**src/rtl/core/rbff_pkg.sv**
```systemverilog
// Shared constants, codes and control types of the ring buffer FIR filter.
package rbff_pkg;

   localparam int SAMPLE_W      = 16;
   localparam int COEF_IDX_W    = 6;
   localparam int TAP_COUNT_W   = 7;
   localparam int CSR_IDX_W     = 1;
   localparam int CSR_DATA_W    = 7;
   localparam int FRAC_W        = 15;
   localparam int PROD_W        = 2 * SAMPLE_W;
   localparam int DEFAULT_TAPS  = 64;

   localparam logic [CSR_IDX_W-1:0] CSR_FILTER_ENABLE = 1'b0;
   localparam logic [CSR_IDX_W-1:0] CSR_TAP_COUNT     = 1'b1;

   localparam logic ACTION_SAMPLE = 1'b0;
   localparam logic ACTION_COEF   = 1'b1;

   localparam logic                   FILTER_ENABLE_RESET = 1'b1;
   localparam logic [TAP_COUNT_W-1:0] TAP_COUNT_RESET     = 7'd64;

   localparam int ROUND_BIAS = 16384;
   localparam int SAT_MAX    = 32767;

   typedef struct packed {
      logic load;
      logic rotate;
      logic shift_coef;
      logic sel_right;
   } cell_ctrl_type;

   typedef struct packed {
      logic                       sample_we;
      logic                       right;
      logic signed [SAMPLE_W-1:0] sample;
      logic                       coef_we;
      logic [COEF_IDX_W-1:0]      coef_idx;
      logic signed [SAMPLE_W-1:0] coef_val;
   } cell_wr_type;

   typedef struct packed {
      logic clear;
      logic mac_en;
      logic last;
   } mac_ctrl_type;

endpackage

```
**src/rtl/core/rbff_cell.sv**
```systemverilog
// One tap cell: stored left/right samples and coefficient, plus rotating work taps.
module rbff_cell import rbff_pkg::*; #(
   parameter int TAPS = DEFAULT_TAPS,
   parameter int IDX  = 0,
   localparam int POS_W = $clog2(TAPS),
   localparam int LEN_W = $clog2(TAPS + 1)
) (
   input  logic                       clock,
   input  logic                       reset,
   input  cell_ctrl_type              ctrl,
   input  cell_wr_type                wr,
   input  logic [POS_W-1:0]           wr_pos,
   input  logic [LEN_W-1:0]           len,
   input  logic signed [SAMPLE_W-1:0] next_sample,
   input  logic signed [SAMPLE_W-1:0] next_coef,
   input  logic signed [SAMPLE_W-1:0] head_sample,
   output logic signed [SAMPLE_W-1:0] tap_sample,
   output logic signed [SAMPLE_W-1:0] tap_coef
);

   localparam bit CAN_COEF = IDX < (1 << COEF_IDX_W);

   logic signed [SAMPLE_W-1:0] left_ff, left_in;
   logic signed [SAMPLE_W-1:0] right_ff, right_in;
   logic signed [SAMPLE_W-1:0] coef_ff, coef_in;
   logic signed [SAMPLE_W-1:0] tap_s_ff, tap_s_in;
   logic signed [SAMPLE_W-1:0] tap_c_ff, tap_c_in;
   logic                       pos_hit;
   logic                       coef_hit;
   logic                       is_last;

   assign pos_hit  = wr.sample_we && (wr_pos == POS_W'(IDX));
   assign coef_hit = CAN_COEF && wr.coef_we && (wr.coef_idx == COEF_IDX_W'(IDX));
   assign is_last  = len == LEN_W'(IDX + 1);

   always_comb begin
      left_in  = (pos_hit && !wr.right) ? wr.sample : left_ff;
      right_in = (pos_hit && wr.right) ? wr.sample : right_ff;
      coef_in  = coef_hit ? wr.coef_val : coef_ff;
   end

   always_comb begin
      priority if (ctrl.load) begin
         tap_s_in = ctrl.sel_right ? right_ff : left_ff;
      end else if (ctrl.rotate) begin
         tap_s_in = is_last ? head_sample : next_sample;
      end else begin
         tap_s_in = tap_s_ff;
      end
      priority if (ctrl.load) begin
         tap_c_in = coef_ff;
      end else if (ctrl.shift_coef) begin
         tap_c_in = next_coef;
      end else begin
         tap_c_in = tap_c_ff;
      end
   end

   always_ff @(posedge clock) begin
      if (reset) begin
         left_ff  <= '0;
         right_ff <= '0;
         coef_ff  <= '0;
      end else begin
         left_ff  <= left_in;
         right_ff <= right_in;
         coef_ff  <= coef_in;
      end
   end

   always_ff @(posedge clock) begin
      tap_s_ff <= tap_s_in;
      tap_c_ff <= tap_c_in;
   end

   assign tap_sample = tap_s_ff;
   assign tap_coef   = tap_c_ff;

endmodule

```
**config.mk**
```make
export PLATFORM = sky130hd
export DESIGN_NAME = rbff_cell
export DESIGN_NICKNAME = d
export VERILOG_FILES = /design/src/rtl/core/rbff_pkg.sv /design/src/rtl/core/rbff_cell.sv
export SDC_FILE = /design/constraint.sdc
export NUM_CORES = 1
export LEC_CHECK = 0
export ABC_AREA = 1
export BUFFER_PORTS_ARGS = -buffer_cell sky130_fd_sc_hd__buf_2
export CAP_MARGIN = 30
export CELL_PAD_IN_SITES_DETAIL_PLACEMENT = 1
export CELL_PAD_IN_SITES_GLOBAL_PLACEMENT = 1
export CORE_ASPECT_RATIO = 1.4
export CORE_UTILIZATION = 38
export CTS_BUF_LIST = sky130_fd_sc_hd__clkbuf_16
export DETAILED_ROUTE_END_ITERATION = 6
export MAX_ROUTING_LAYER = met4
export PLACE_DENSITY = 0.86
export RECOVER_POWER = 50
export SKIP_LAST_GASP = 1
export SLEW_MARGIN = 5
export SYNTH_ARGS = -nofsm -noshare
export SYNTH_HDL_FRONTEND = slang
export SYNTH_SLANG_ARGS = --single-unit
```
**constraint.sdc**
```tcl
create_clock -name clock -period 2.5 [get_ports clock]
set_input_delay 0.125 -clock clock [delete_from_list [all_inputs] [get_ports clock]]
set_output_delay 0.125 -clock clock [all_outputs]
set_load 0.02 [all_outputs]
```
==> flow_summary.toml <==
[run_status]
outcome = "finished, final reports clean"

[grt]
grtUsageTotal = 0.219
grt_pass1_vias = 3849
grt_antenna_before_repair = 0
grt_overflow = 0
grt_max_degree = 65
grt_pass1_wl_um = 17600

[drt]
first_pass_iters = 4
avgRoutedWirePerCell_um = 13.9
viasPerCell = 4.85
route.vias.total = 3848
routed_wirelength_um = 11100
top_layer_used = "met4"
met1_length_um = 4640
drt_iter0_drc = 117
wl_met3_um = 472
drcViolationCount = 0
ant_nets = 0
dr_wl_met2_um = 5620

[synthesis]
synthTopCellsByArea = "dfxtp_1 (24%), edfxtp_1 (24%), nand2_1 (13%), nand3_1 (8.1%), inv_1 (7.1%)"
synth-seq-cells = 80
synthesis.nets = 641
syn_area_per_cell_um2 = 7.42
ys_warn_count = 0
synth_cell_types = 21
syn_inst = 533
synth_top_area_share = 0.243
yosys.area.top_type = "dfxtp_1"
ys_seq_area_frac = 0.486
syn_area_mm2 = 0.00395

[pwr]
ir_drop_uv = 365
power.density_mw_per_mm2 = 660
fin_total_pwr_w = 0.00327
p_leak_nw = 2.41

[worst_setup_path]
critical_path.startpoint_type = "input pin"
path_max_fanout = 19
cp-end-kind = "register"
worstReg2RegEnd = "tap_sample[6]"
cp_data_arrival_time_ps = 1580
setup.worst_path.class = "input pin to register"
crit_required_ps = 2460
crit_start = "ctrl[3]"
rr_worst_depth = 2
rr_startpoint = "left_ff[6]"
ff2ff_setup_slack_ps = 1580

[timing]
clock_skew_ps = 6.59
worst_pin_slew_ps = 1100
setup_viol = 0
finalMaxSlewViolations = 0
maxSlewHeadroom = 0.264
grt_setup_unrepaired = "no"
layout_min_cycle_time_ps = 1630
fin_ws_ps = 874
max_freq_mhz = 615
hold_viol = 0
setup_tns_ps = 0
finalCritPeriodShare = 0.650

[cts]
cts_tree = "done"
insertion_delay_ps = 340
clk_pin_slew_worst_paths_ps = 60
cts_setup_buffers = 0
cts_inserted_buffers = 9
cts_buffer_depth = 2
cts_sinks = 80
ctsRootBufferMaster = "clkbuf_16"
cts_resized = 0
cts_hold_buf = 0
htreeDepth = 3

[floorplanning]
die-area_mm2 = 0.0108
core_mm2 = 0.0100
rows = 43
initial_utilization = 0.395
pin_count = 140
fp.dieH_um = 123
fp.dieW_um = 88.2

[run]
timing.max_cap.violations = 0

[worst_hold_path]
holdPathStages = 3
worstHoldStart = "wr[12]"
hold_class = "input pin to register"
holdPathEnd = "coef_ff[12]"

[place]
dp_hpwl_um = 7980
dp.cells = 777
place.gp.congestion = 0.821
portBuffers = 139
dpl_cell_area_mm2 = 0.00464
pre_cts_ws_ps = 850

[final_layout]
layout.nets = 762
drive_gt1_frac = 0.197
final_cells = 794
diodes = 0
fillerInstances = 1335
stdcell_area_mm2 = 0.00495
syn_to_final_growth_pct = 25.2
cell usage in the layout (no fill, tap or decap), drive strengths merged, types with 2 or more instances in the layout:
cell,count
a21oi,32
buf,110
bufinv,3
clkbuf,42
clkinv,3
dfxtp,48
edfxtp,32
inv,76
nand2,139
nand3,64
nor2,75
o211ai,16
o21ai,16
or2,2
worst max-delay path, cell delays in order:
cell and delay [ps]:
buf_2 320, buf_4 290, or2_0 830
layout make-up:
type / count / area, um^2 / area share
Timing Repair Buffer: 143 / 692 / 0.140
Clock buffer: 9 / 225 / 0.0455
Clock inverter: 7 / 111 / 0.0225
Multi-Input combinational cell: 345 / 1550 / 0.313
Sequential cell: 80 / 1920 / 0.388
Tap cell: 135 / 169 / 0.0341
Inverter: 75 / 282 / 0.0569
how the worst max path moves through the flow:
stage                          end  slack [ps]  cells after the start
floorplan            tap_sample[0]        1470                      7
global route           tap_coef[0]         720                      3
finish                 tap_coef[0]         870                      3
global placement     tap_sample[0]         950                      4
detailed placement  tap_sample[11]         850                      4
CTS                 tap_sample[11]        1210                      4
per-layer routing:
layer	vias up	GRT usage
met3	25	0.0377
met2	108	0.361
met5	-	-
met4	0	0.107
met1	1794	0.255
li1	1921	-
stage by stage:
step,utilization,hold WS (ps)
CTS,0.497,33.2
detailed placement,0.464,392
global route,0.495,57.4
global placement,0.464,378
floorplan,-,290
finish,0.495,36.3
kinds of logic (layout without fill, tap and decap cells):
| group | count (synthesis) | in the layout | synth area share |
|---|---|---|---|
| simple gates | 281 | 281 | 0.301 |
| buf+inv | 108 | 234 | 0.122 |
| flops | 80 | 80 | 0.486 |
| compound gates | 64 | 64 | 0.0911 |
power breakdown:
part / internal, W / switching, W / leakage, nW
Sequential: 0.00141 / 0.0000152 / 0.730
Clock: 0.000968 / 0.000512 / 0.168
Combinational: 0.000126 / 0.000236 / 1.52
Total: 0.00250 / 0.000762 / 2.41
registers in the layout, summed over array words and instances, names as in the netlist:
signal	flops
tap_coef	16
coef_ff	16
left_ff	16
tap_sample	16
right_ff	16
cell usage after synthesis:
cell and number:
nand2_1 137, inv_1 75, nor2_1 71, nand3_1 64, dfxtp_1 48, a21oi_1 32
edfxtp_1 32, o211ai_1 16, o21ai_0 16, buf_2 12, clkbuf_1 8, buf_6 7
buf_1 3, nor2_4 3, buf_4 2, or2_2 2, clkbuf_2 1, nand2_2 1
nand2_4 1, nor2_8 1, nor3_1 1
(Power assumes the default switching activity.)
