<file path="src/rtl/core/rbff_pkg.sv">
// Shared constants, codes and control types of the ring buffer FIR filter.
package rbff_pkg;

   localparam int SAMPLE_W      = 16;
   localparam int COEF_IDX_W    = 6;
   localparam int TAP_COUNT_W   = 7;
   localparam int CSR_IDX_W     = 1;
   localparam int CSR_DATA_W    = 7;
   localparam int FRAC_W        = 15;
   localparam int PROD_W        = 2 * SAMPLE_W;
   localparam int DEFAULT_TAPS  = 64;

   localparam logic [CSR_IDX_W-1:0] CSR_FILTER_ENABLE = 1'b0;
   localparam logic [CSR_IDX_W-1:0] CSR_TAP_COUNT     = 1'b1;

   localparam logic ACTION_SAMPLE = 1'b0;
   localparam logic ACTION_COEF   = 1'b1;

   localparam logic                   FILTER_ENABLE_RESET = 1'b1;
   localparam logic [TAP_COUNT_W-1:0] TAP_COUNT_RESET     = 7'd64;

   localparam int ROUND_BIAS = 16384;
   localparam int SAT_MAX    = 32767;

   typedef struct packed {
      logic load;
      logic rotate;
      logic shift_coef;
      logic sel_right;
   } cell_ctrl_type;

   typedef struct packed {
      logic                       sample_we;
      logic                       right;
      logic signed [SAMPLE_W-1:0] sample;
      logic                       coef_we;
      logic [COEF_IDX_W-1:0]      coef_idx;
      logic signed [SAMPLE_W-1:0] coef_val;
   } cell_wr_type;

   typedef struct packed {
      logic clear;
      logic mac_en;
      logic last;
   } mac_ctrl_type;

endpackage

</file>
<file path="src/rtl/core/rbff_mac.sv">
// Shared multiply-accumulate with rounding to Q1.15 and symmetric saturation.
module rbff_mac import rbff_pkg::*; #(
   parameter int TAPS = DEFAULT_TAPS,
   localparam int ACC_W = PROD_W + $clog2(TAPS),
   localparam int RND_W = ACC_W + 1,
   localparam int Q_W   = RND_W - FRAC_W
) (
   input  logic                       clock,
   input  logic                       reset,
   input  mac_ctrl_type               ctrl,
   input  logic signed [SAMPLE_W-1:0] sample,
   input  logic signed [SAMPLE_W-1:0] coef,
   output logic                       done,
   output logic signed [SAMPLE_W-1:0] result
);

   localparam logic signed [Q_W-1:0] Q_MAX = Q_W'(SAT_MAX);
   localparam logic signed [Q_W-1:0] Q_MIN = -Q_MAX;

   logic signed [PROD_W-1:0]   prod_ff;
   logic                       pv_ff;
   logic                       plast_ff;
   logic signed [ACC_W-1:0]    acc_ff, acc_in;
   logic                       acc_done_ff;
   logic signed [SAMPLE_W-1:0] res_ff, res_in;
   logic                       res_done_ff;
   logic signed [RND_W-1:0]    rnd;
   logic signed [Q_W-1:0]      q;

   always_comb begin
      priority if (ctrl.clear) begin
         acc_in = '0;
      end else if (pv_ff) begin
         acc_in = acc_ff + ACC_W'(prod_ff);
      end else begin
         acc_in = acc_ff;
      end
   end

   always_comb begin
      rnd = RND_W'(acc_ff) + RND_W'(ROUND_BIAS);
      q   = Q_W'(rnd >>> FRAC_W);
      priority if (q > Q_MAX) begin
         res_in = SAMPLE_W'(Q_MAX);
      end else if (q < Q_MIN) begin
         res_in = SAMPLE_W'(Q_MIN);
      end else begin
         res_in = SAMPLE_W'(q);
      end
   end

   always_ff @(posedge clock) begin
      prod_ff <= sample * coef;
      acc_ff  <= acc_in;
      res_ff  <= res_in;
   end

   always_ff @(posedge clock) begin
      if (reset) begin
         pv_ff       <= 1'b0;
         plast_ff    <= 1'b0;
         acc_done_ff <= 1'b0;
         res_done_ff <= 1'b0;
      end else begin
         pv_ff       <= ctrl.mac_en;
         plast_ff    <= ctrl.mac_en && ctrl.last;
         acc_done_ff <= pv_ff && plast_ff;
         res_done_ff <= acc_done_ff;
      end
   end

   assign done   = res_done_ff;
   assign result = res_ff;

endmodule
</file>
<file path="config.mk">
export PLATFORM = sky130hd
export DESIGN_NAME = rbff_mac
export DESIGN_NICKNAME = d
export VERILOG_FILES = /design/src/rtl/core/rbff_pkg.sv /design/src/rtl/core/rbff_mac.sv
export SDC_FILE = /design/constraint.sdc
export NUM_CORES = 1
export LEC_CHECK = 0
export BUFFER_PORTS_ARGS = -buffer_cell sky130_fd_sc_hd__buf_2
export CAP_MARGIN = 20
export CORE_MARGIN = 5
export CORE_UTILIZATION = 35
export DETAILED_ROUTE_END_ITERATION = 10
export HOLD_SLACK_MARGIN = 0.08
export PLACE_DENSITY_LB_ADDON = 0.15
export SLEW_MARGIN = 20
export SYNTH_ARGS = -nofsm -noshare
export SYNTH_HDL_FRONTEND = slang
export SYNTH_SLANG_ARGS = --single-unit
</file>
<file path="constraint.sdc">
create_clock -name clock -period 7.2 [get_ports clock]
set_clock_uncertainty 0.05 [all_clocks]
set_input_delay 1.08 -clock clock [delete_from_list [all_inputs] [get_ports clock]]
set_output_delay 1.08 -clock clock [all_outputs]
set_load 0.01 [all_outputs]
</file>
==> results.ini, run 1 <==
[routing]
ant_nets = 0
drt-initial-drc-count = 389
wl_um = 35100
viasPerCell = 4.73
num_vias = 10685
routedWlPerCell_um = 15.5
drcViolationCount = 0
dr.pass1.iters = 4

[logic_synthesis]
syn_nets = 2091
synth_top_flop_cell = dfxtp_1
syn_inst = 1671
ys_seq_elements = 90
yosysUniqueCellTypes = 70
synth.avg_cell_area_um2 = 8.85
synthArstFlopShare = 0
synth_edf_count = 0
ys_warn_count = 0
synth_seq_area_share = 0.122
netlist_area_um2 = 14800

[worst_setup_path]
cp.arrival_ns = 7.02
critical_path.startpoint = coef[3]
endpoint_kind = register
start_kind = input port
rr_worst_depth = 11
path_class = in -> reg
cp_max_fo = 11
r2r-end = acc_ff[36]$_SDFFE_PP0P_
cp-endpoint = prod_ff[30]$_DFF_P_
reg2reg_slack_ns = 3.94
r2r-start = acc_ff[21]$_SDFFE_PP0P_
crit_required_ns = 7.40

[min_path]
hp-class = reg -> reg
hold_path_depth = 2

[timing]
setup_viol = 0
hold_slack_ns = 0.373
rsz0062_at_grt = false
tns_ns = 0
post-route-period-util = 0.948
maxSlewHeadroom = 0.491
maxSlewViolCount = 0
max_slew.worst_pin.slew_ns = 0.764
min_period_ns = 6.82
clock.fmax_ghz = 0.147
hold_violations = 0

[clocking]
clock_latency_ns = 0.35
cts_made_buffers = 9
path_clk_slew_ns = 0.08
postCtsResizedCells = 0
cts_sinks = 90
cts-root-buf = clkbuf_16
cts_max_level = 3
cts.path.max_buffers = 2
cts_setup_buffers = 0
ctsHoldBuffers = 0
cts_tree = yes

[finish]
fin_area_um2 = 16100
finish.net_count = 2136
diodes = 0
drive_above_1_share = 0.0691
areaGrowthSynthToFinish_pct = 8.91

[floorplanning]
core_um2 = 41900
dieArea_um2 = 46500
io_pins = 54
die_h_um = 216
rows = 75
initial_core_util = 0.354
dieWidth_um = 216

[global_route]
antenna_found_initial = 0
grt_overflow = 0
grt_max_degree = 39
grt_pass1_vias = 11522
grt_pass1_wl_um = 60400
grt_usage = 0.156

[placement]
dp_hpwl_um = 29300
dpl-instance-area_um2 = 15800
place.gp.congestion = 0.830
port_buffers = 53

[run]
drv_cap = 0

[outcome]
status = finished, final reports clean

-- synth_stat cells, drive strengths merged, types with 9 or more instances --
cell type / count / area share
clkbuf: 44 / 0.011
o21ai: 43 / 0.015
nand2b: 10 / 0.0042
a21oi: 70 / 0.024
nor2: 76 / 0.019
o21a: 11 / 0.0056
a211oi: 10 / 0.0054
xnor2: 59 / 0.035
inv: 344 / 0.087
and2: 126 / 0.053
nand2: 173 / 0.044
ha: 120 / 0.10
nor2b: 10 / 0.0042
xor2: 21 / 0.012
o31ai: 9 / 0.0049
o21bai: 12 / 0.0063
mux2i: 17 / 0.011
fa: 263 / 0.36
nand3: 21 / 0.0074
nor3: 12 / 0.0041
a31oi: 15 / 0.0068
a21o: 35 / 0.018
dfxtp: 90 / 0.12
buf: 10 / 0.0034
-- worst min path at each step --
stage / from / to / slack [ns]
after floorplan: plast_ff$_SDFF_PP0_ / acc_done_ff$_SDFF_PP0_ / 0.35
after global placement: plast_ff$_SDFF_PP0_ / acc_done_ff$_SDFF_PP0_ / 0.36
after detailed placement: plast_ff$_SDFF_PP0_ / acc_done_ff$_SDFF_PP0_ / 0.37
after CTS: plast_ff$_SDFF_PP0_ / acc_done_ff$_SDFF_PP0_ / 0.38
after global routing: plast_ff$_SDFF_PP0_ / acc_done_ff$_SDFF_PP0_ / 0.40
final: plast_ff$_SDFF_PP0_ / acc_done_ff$_SDFF_PP0_ / 0.37
-- metal layers --
metal,part of all wire,vias to the layer above,global-route usage
met5,0,-,0
met4,0.013,0,0.0297
met3,0.025,31,0.0151
met2,0.45,141,0.257
met1,0.51,5209,0.227
li1,-,5304,-
-- worst max-delay path, stage by stage --
cell and delay, ns:
buf_2 0.21, buf_4 0.19, nand2_1 0.08, fa_1 0.60
fa_1 0.44, fa_1 0.51, inv_1 0.05, fa_1 0.46
fa_1 0.54, inv_1 0.05, fa_1 0.52, inv_1 0.04
ha_1 0.33, a2111oi_0 0.49, a21oi_1 0.24, a221oi_2 0.49
o311ai_0 0.21, a41oi_1 0.23, o21bai_1 0.09, xor2_1 0.14
-- through the flow --
| stage | setup slack [ns] | util | instances |
|---|---|---|---|
| 3_3_place_gp | 0.0532 | 0.377 | 2244 |
| 4_1_cts | 0.396 | 0.385 | 2260 |
| 2_1_floorplan | 0.230 | - | 1671 |
| 5_1_grt | 0.0788 | 0.385 | 2260 |
| 6_report | 0.377 | 0.385 | 2260 |
| 3_5_place_dp | 0.0347 | 0.377 | 2244 |
-- kinds of logic (layout without fill, tap and decap cells) --
| family | Yosys count | in the layout | synth area share |
|---|---|---|---|
| buffers and inverters | 398 | 448 | 0.102 |
| and+or+nand+nor | 467 | 467 | 0.156 |
| DFF | 90 | 90 | 0.122 |
| muxes | 17 | 17 | 0.0115 |
| adders and majority gates | 383 | 383 | 0.457 |
| AOI/OAI and AO/OA | 236 | 236 | 0.105 |
| xor gates and xnor gates | 80 | 80 | 0.0474 |
-- state kept, by name (all words and copies together) (netlist names) --
name,flops
acc_ff,38
done,1
pv_ff,1
acc_done_ff,1
result,16
prod_ff,32
plast_ff,1
-- cell type report --
class,count,area (um2)
Clock buffer,9,225
Clock inverter,7,95.1
Fill cell,4348,25700
Inverter,344,1290
Multi-Input combinational cell,1183,11500
Sequential cell,90,1800
Tap cell,539,674
Timing Repair Buffer,88,541
-- cell usage in the layout, fill, tap and decap left out, types with 9 or more instances in the layout --
| cell type | count |
|---|---|
| inv_1 | 344 |
| fa_1 | 263 |
| nand2_1 | 173 |
| and2_1 | 126 |
| ha_1 | 120 |
| dfxtp_1 | 90 |
| nor2_1 | 75 |
| a21oi_1 | 70 |
| xnor2_1 | 59 |
| buf_2 | 53 |
| o21ai_0 | 39 |
| a21o_1 | 35 |
| buf_4 | 34 |
| xor2_1 | 21 |
| nand3_1 | 20 |
| mux2i_1 | 17 |
| a31oi_1 | 14 |
| nor3_1 | 12 |
| o21a_1 | 11 |
| o21bai_1 | 11 |
| nand2b_1 | 10 |
| nor2b_1 | 10 |
| a211oi_1 | 9 |
| clkbuf_16 | 9 |
Power of run 1 is left out: the tool's default activity adds up to more than one toggle a clock period on the data nets, which glitch-free logic cannot reach.
==> run 2: changes to the inputs <==
Clock period 7.2 ns to 8.8 ns, I/O delays scaled along.
==> run 2 against run 1 <==
  * Sequential cell count unchanged
  * First-iteration DRC count increased by 38%
  * Global-route usage increased by 0.17 points
  * Cell area decreased by 1.7%
  * Die area unchanged
  * Cell count decreased by 1.4%
==> results.ini, run 2 (synthesized netlist as in run 1, its figures left out) <==
[routing]
wl_um = 35200  ; +0.39%
drt-initial-drc-count = 537  ; +38%
ant_nets = 0  ; unchanged
viasPerCell = 4.77  ; +0.91%
routedWlPerCell_um = 15.8  ; +1.8%
num_vias = 10630  ; -0.51%
dr.pass1.iters = 5  ; +1
drcViolationCount = 0  ; unchanged

[clocking]
clock_latency_ns = 0.35  ; about the same
cts_max_level = 3  ; unchanged
cts-root-buf = clkbuf_16
ctsHoldBuffers = 0  ; unchanged
cts_setup_buffers = 0  ; unchanged
cts.path.max_buffers = 2  ; unchanged
cts_tree = yes
cts_sinks = 90  ; unchanged
postCtsResizedCells = 0  ; unchanged
cts_made_buffers = 9  ; unchanged
path_clk_slew_ns = 0.08  ; about the same

[worst_setup_path]
reg2reg_slack_ns = 5.44  ; +1.50 ns
path_class = in -> reg
r2r-end = acc_ff[37]$_SDFFE_PP0P_
cp_max_fo = 16  ; +5
crit_required_ns = 9.04  ; +1.64 ns
rr_worst_depth = 11  ; unchanged
cp.arrival_ns = 7.61  ; +0.59 ns
r2r-start = acc_ff[24]$_SDFFE_PP0P_
critical_path.startpoint = sample[15]
cp-endpoint = prod_ff[30]$_DFF_P_
endpoint_kind = register
start_kind = input port

[timing]
setup_viol = 0  ; unchanged
rsz0062_at_grt = false
min_period_ns = 7.37
max_slew.worst_pin.slew_ns = 0.811  ; +0.0468 ns
timing.final.ws_setup_ns = 1.43  ; +1.05 ns
post-route-period-util = 0.838
hold_slack_ns = 0.366  ; -0.00680 ns
maxSlewHeadroom = 0.460  ; -0.0312
hold_violations = 0  ; unchanged
clock.fmax_ghz = 0.136
tns_ns = 0  ; unchanged
maxSlewViolCount = 0  ; unchanged

[floorplanning]
core_um2 = 41900  ; unchanged
io_pins = 54  ; unchanged
initial_core_util = 0.354  ; unchanged
dieArea_um2 = 46500  ; unchanged
rows = 75  ; unchanged
dieWidth_um = 216  ; unchanged
die_h_um = 216  ; unchanged

[finish]
drive_above_1_share = 0.0515  ; -0.0176
mostFrequentLayoutCell = inv_1
finish.net_count = 2104  ; -1.5%
layout_common_cells = inv_1 (344), fa_1 (263), nand2_1 (173)
largest_reg_flops = 38  ; unchanged
diodes = 0  ; unchanged
areaGrowthSynthToFinish_pct = 7.04
stdcell_count = 2228  ; -1.4%
fill_cells = 4354  ; +0.14%
max_flop_register = acc_ff

[outcome]
status = finished, final reports clean

[global_route]
grt_pass1_vias = 11433  ; -0.77%
grt_max_degree = 39  ; unchanged
grt_overflow = 0  ; unchanged
grt_pass1_wl_um = 60300  ; -0.15%
antenna_found_initial = 0  ; unchanged
grt_usage = 0.158  ; +0.00172

[placement]
place.gp.congestion = 0.798  ; -3.9%
place_ws_ns = 0.951  ; +0.916 ns
dp_hpwl_um = 28300  ; -3.4%
port_buffers = 53  ; unchanged
dp.cells = 2212  ; -1.4%

[run]
drv_cap = 0  ; unchanged

[min_path]
hp-class = reg -> reg

==> run 2: cell types whose count changed in the layout (fill, tap and decap cells not counted) <==
cell / delta
bufinv_16: -1
inv_6: +2
buf_4: -31
inv_8: -1
clkinvlp_4: +1
buf_12: -1
clkinv_4: -1
==> run 2: critical path, stage by stage <==
cell and delay (ns):
buf_2 0.29, nand2_1 0.18, fa_1 0.59, inv_1 0.08, fa_1 0.97, inv_1 0.21
fa_1 0.57, inv_1 0.05, fa_1 0.46, fa_1 0.54, inv_1 0.06, fa_1 0.52
inv_1 0.04, ha_1 0.35, nand4_1 0.10, or2_2 0.30, o311ai_0 0.45, a41oi_1 0.19
o21bai_1 0.18, xor2_1 0.14
==> run 2: area by class of cell <==
cell class | instances | area [um2] | area share
tap | 539 | 674 | 0.0426
multi-input combinational | 1183 | 11500 | 0.725
inverter | 344 | 1290 | 0.0815
clock buffer | 9 | 225 | 0.0142
sequential | 90 | 1800 | 0.114
timing repair buffer | 56 | 288 | 0.0182
clock inverter | 7 | 70.1 | 0.00442
==> run 2: how the worst min path moves through the flow <==
stage                         from  slack (ns)  depth (start not counted)                endpoint
2_1_floorplan  plast_ff$_SDFF_PP0_        0.35                          2  acc_done_ff$_SDFF_PP0_
3_3_place_gp   plast_ff$_SDFF_PP0_        0.36                          2  acc_done_ff$_SDFF_PP0_
3_5_place_dp   plast_ff$_SDFF_PP0_        0.37                          2  acc_done_ff$_SDFF_PP0_
4_1_cts        plast_ff$_SDFF_PP0_        0.37                          2  acc_done_ff$_SDFF_PP0_
5_1_grt        plast_ff$_SDFF_PP0_        0.40                          2  acc_done_ff$_SDFF_PP0_
6_report       plast_ff$_SDFF_PP0_        0.37                          2  acc_done_ff$_SDFF_PP0_
==> run 2: per-stage QoR <==
stage | cell area (um2) | utilization
after floorplan | 14800 | -
after global placement | 15500 | 0.371
after detailed placement | 15500 | 0.371
after CTS | 15800 | 0.378
after global routing | 15800 | 0.378
final | 15800 | 0.378
==> run 2: layer usage <==
| metal | wire length, um | global-route usage | vias up |
|---|---|---|---|
| met3 | 1160 | 0.0165 | 25 |
| li1 | - | - | 5233 |
| met2 | 15900 | 0.257 | 154 |
| met4 | 450 | 0.0286 | 0 |
| met5 | 0 | 0 | - |
| met1 | 17700 | 0.231 | 5218 |
Power of run 2 is left out for the same reason.
==> run 3: changes to the inputs <==
Clock period 8.8 ns to 6.8 ns, I/O delays scaled along.
==> run 3 against run 2 <==
  * Wire length down 0.77%
  * Clock-buffer cell count unchanged
  * Sequential cell count unchanged
  * Hold slack better by 0.021 ns
  * Non-clock buffer count up 120
  * Cell count up 5.4%
  * Critical path type unchanged
  * Global-route usage down 0.21 points
  * Via count up 2.5%
==> results.ini, run 3 (synthesized netlist as in run 1, its figures left out) <==
[finish]
mostFrequentLayoutCell = inv_1
largest_reg_flops = 38  ; unchanged
finish.net_count = 2224  ; +5.7%
fill_cells = 4272  ; -1.9%
drive_above_1_share = 0.117  ; +0.0657
areaGrowthSynthToFinish_pct = 13.8
multi_input_area_um2 = 11500  ; +0.30%
layout_common_cells = inv_1 (344), fa_1 (262), nand2_1 (173)
max_flop_register = acc_ff
ff_latch_area_um2 = 1800  ; unchanged

[placement]
place.gp.congestion = 0.824  ; +3.3%
port_buffers = 53  ; unchanged
place_ws_ns = -0.299  ; -1.25 ns
dp_hpwl_um = 30500  ; +7.9%

[routing]
met1Wirelength_um = 18500  ; +4.3%
dr.pass1.iters = 5  ; unchanged
viasPerCell = 4.64  ; -2.8%
drcViolationCount = 0  ; unchanged
wl_um = 34900  ; -0.77%
top_layer_used = met4
dr_wl_met3_um = 976  ; -16%
num_vias = 10894  ; +2.5%
routedWlPerCell_um = 14.9  ; -5.9%
drt-initial-drc-count = 366  ; -32%
wl_met2_um = 15300  ; -4.0%
ant_nets = 0  ; unchanged

[timing]
maxSlewHeadroom = 0.465  ; +0.00506
hold_violations = 0  ; unchanged
rsz0062_at_grt = false
post-route-period-util = 0.953
timing.final.ws_setup_ns = 0.320  ; -1.11 ns
setup_viol = 0  ; unchanged
maxSlewViolCount = 0  ; unchanged
clock.fmax_ghz = 0.154
min_period_ns = 6.48
max_slew.worst_pin.slew_ns = 0.803  ; -0.00759 ns

[run]
drv_cap = 0  ; unchanged

[clocking]
cts_sinks = 90  ; unchanged
cts.path.max_buffers = 2  ; unchanged
ctsHoldBuffers = 0  ; unchanged
cts_made_buffers = 9  ; unchanged
cts_max_level = 3  ; unchanged
cts-root-buf = clkbuf_16
path_clk_slew_ns = 0.08  ; about the same
cts_tree = yes
clock_latency_ns = 0.36  ; about the same

[floorplanning]
die_h_um = 216  ; unchanged
dieArea_um2 = 46500  ; unchanged
core_um2 = 41900  ; unchanged
io_pins = 54  ; unchanged
dieWidth_um = 216  ; unchanged
initial_core_util = 0.354  ; unchanged
rows = 75  ; unchanged

[min_path]
hp-class = reg -> reg
hold_path_depth = 2  ; unchanged

[worst_setup_path]
start_kind = input port
reg2reg_slack_ns = 3.50  ; -1.94 ns
cp.arrival_ns = 6.72  ; -0.89 ns
path_class = in -> reg
cp-endpoint = prod_ff[31]$_DFF_P_
rr_worst_depth = 11  ; unchanged
r2r-end = acc_ff[36]$_SDFFE_PP0P_
endpoint_kind = register
critical_path.startpoint = sample[15]
crit_required_ns = 7.04  ; -2.00 ns
r2r-start = acc_ff[21]$_SDFFE_PP0P_
cp_max_fo = 6  ; -10

[global_route]
grt_pass1_vias = 11549  ; +1.0%
grt_max_degree = 39  ; unchanged
grt_pass1_wl_um = 60400  ; about the same
grt_overflow = 0  ; unchanged
antenna_found_initial = 0  ; unchanged
grt_usage = 0.156  ; -0.00208

[outcome]
status = finished, final reports clean

==> run 3: layout make-up <==
class	count	area share
multi-input cells	1183	0.685
well taps	539	0.0401
clock buffers	9	0.0134
inverters	344	0.0767
diodes	1	0.000149
repair buffers	176	0.0736
flip-flops and latches	90	0.107
clock inverters	7	0.00453
==> run 3: worst max-delay path, cell delays in order <==
cell and delay [ns]:
buf_2 0.15, and2_1 0.19, fa_1 0.56, inv_1 0.10, buf_4 0.16, fa_1 0.54
inv_1 0.06, fa_1 0.52, fa_1 0.44, fa_1 0.54, inv_1 0.05, fa_1 0.52
inv_1 0.04, ha_1 0.31, a21oi_1 0.15, o21bai_1 0.08, a21o_1 0.19, a211oi_2 0.22
o21bai_1 0.09, a221oi_2 0.28, o21ai_1 0.11, o21a_1 0.17, nor2_1 0.10, xnor2_1 0.12
==> run 3: metrics by stage <==
step	instance area [um2]	instances	utilization	setup TNS (ns)	hold slack (ns)
after CTS	16800	2348	0.401	0	0.392
after detailed placement	16500	2332	0.394	-0.677	0.375
after floorplan	14800	1671	-	0	0.354
after global routing	16800	2348	0.402	0	0.412
final	16800	2349	0.402	0	0.387
after global placement	16500	2332	0.394	-0.443	0.373
==> run 3: worst min path at each step <==
stage / endpoint / start / slack [ns]
after floorplan: acc_done_ff$_SDFF_PP0_ / plast_ff$_SDFF_PP0_ / 0.35
after global placement: acc_done_ff$_SDFF_PP0_ / plast_ff$_SDFF_PP0_ / 0.37
after detailed placement: acc_done_ff$_SDFF_PP0_ / plast_ff$_SDFF_PP0_ / 0.37
after CTS: acc_done_ff$_SDFF_PP0_ / plast_ff$_SDFF_PP0_ / 0.39
after global routing: done$_SDFF_PP0_ / acc_done_ff$_SDFF_PP0_ / 0.41
final: acc_done_ff$_SDFF_PP0_ / plast_ff$_SDFF_PP0_ / 0.39
==> run 3: what timing repair did <==
item / CTS / global route
buffers inserted: 0 / 0
endpoints found under the setup margin: 0 / 7
resized for setup: 0 / 9
==> run 3: routing by layer <==
metal  vias to the layer above  track usage
li1                       5474            -
met1                      5292        0.237
met2                       116        0.246
met3                        12       0.0175
met4                         0       0.0201
met5                         -            0
Power of run 3 is left out for the same reason.
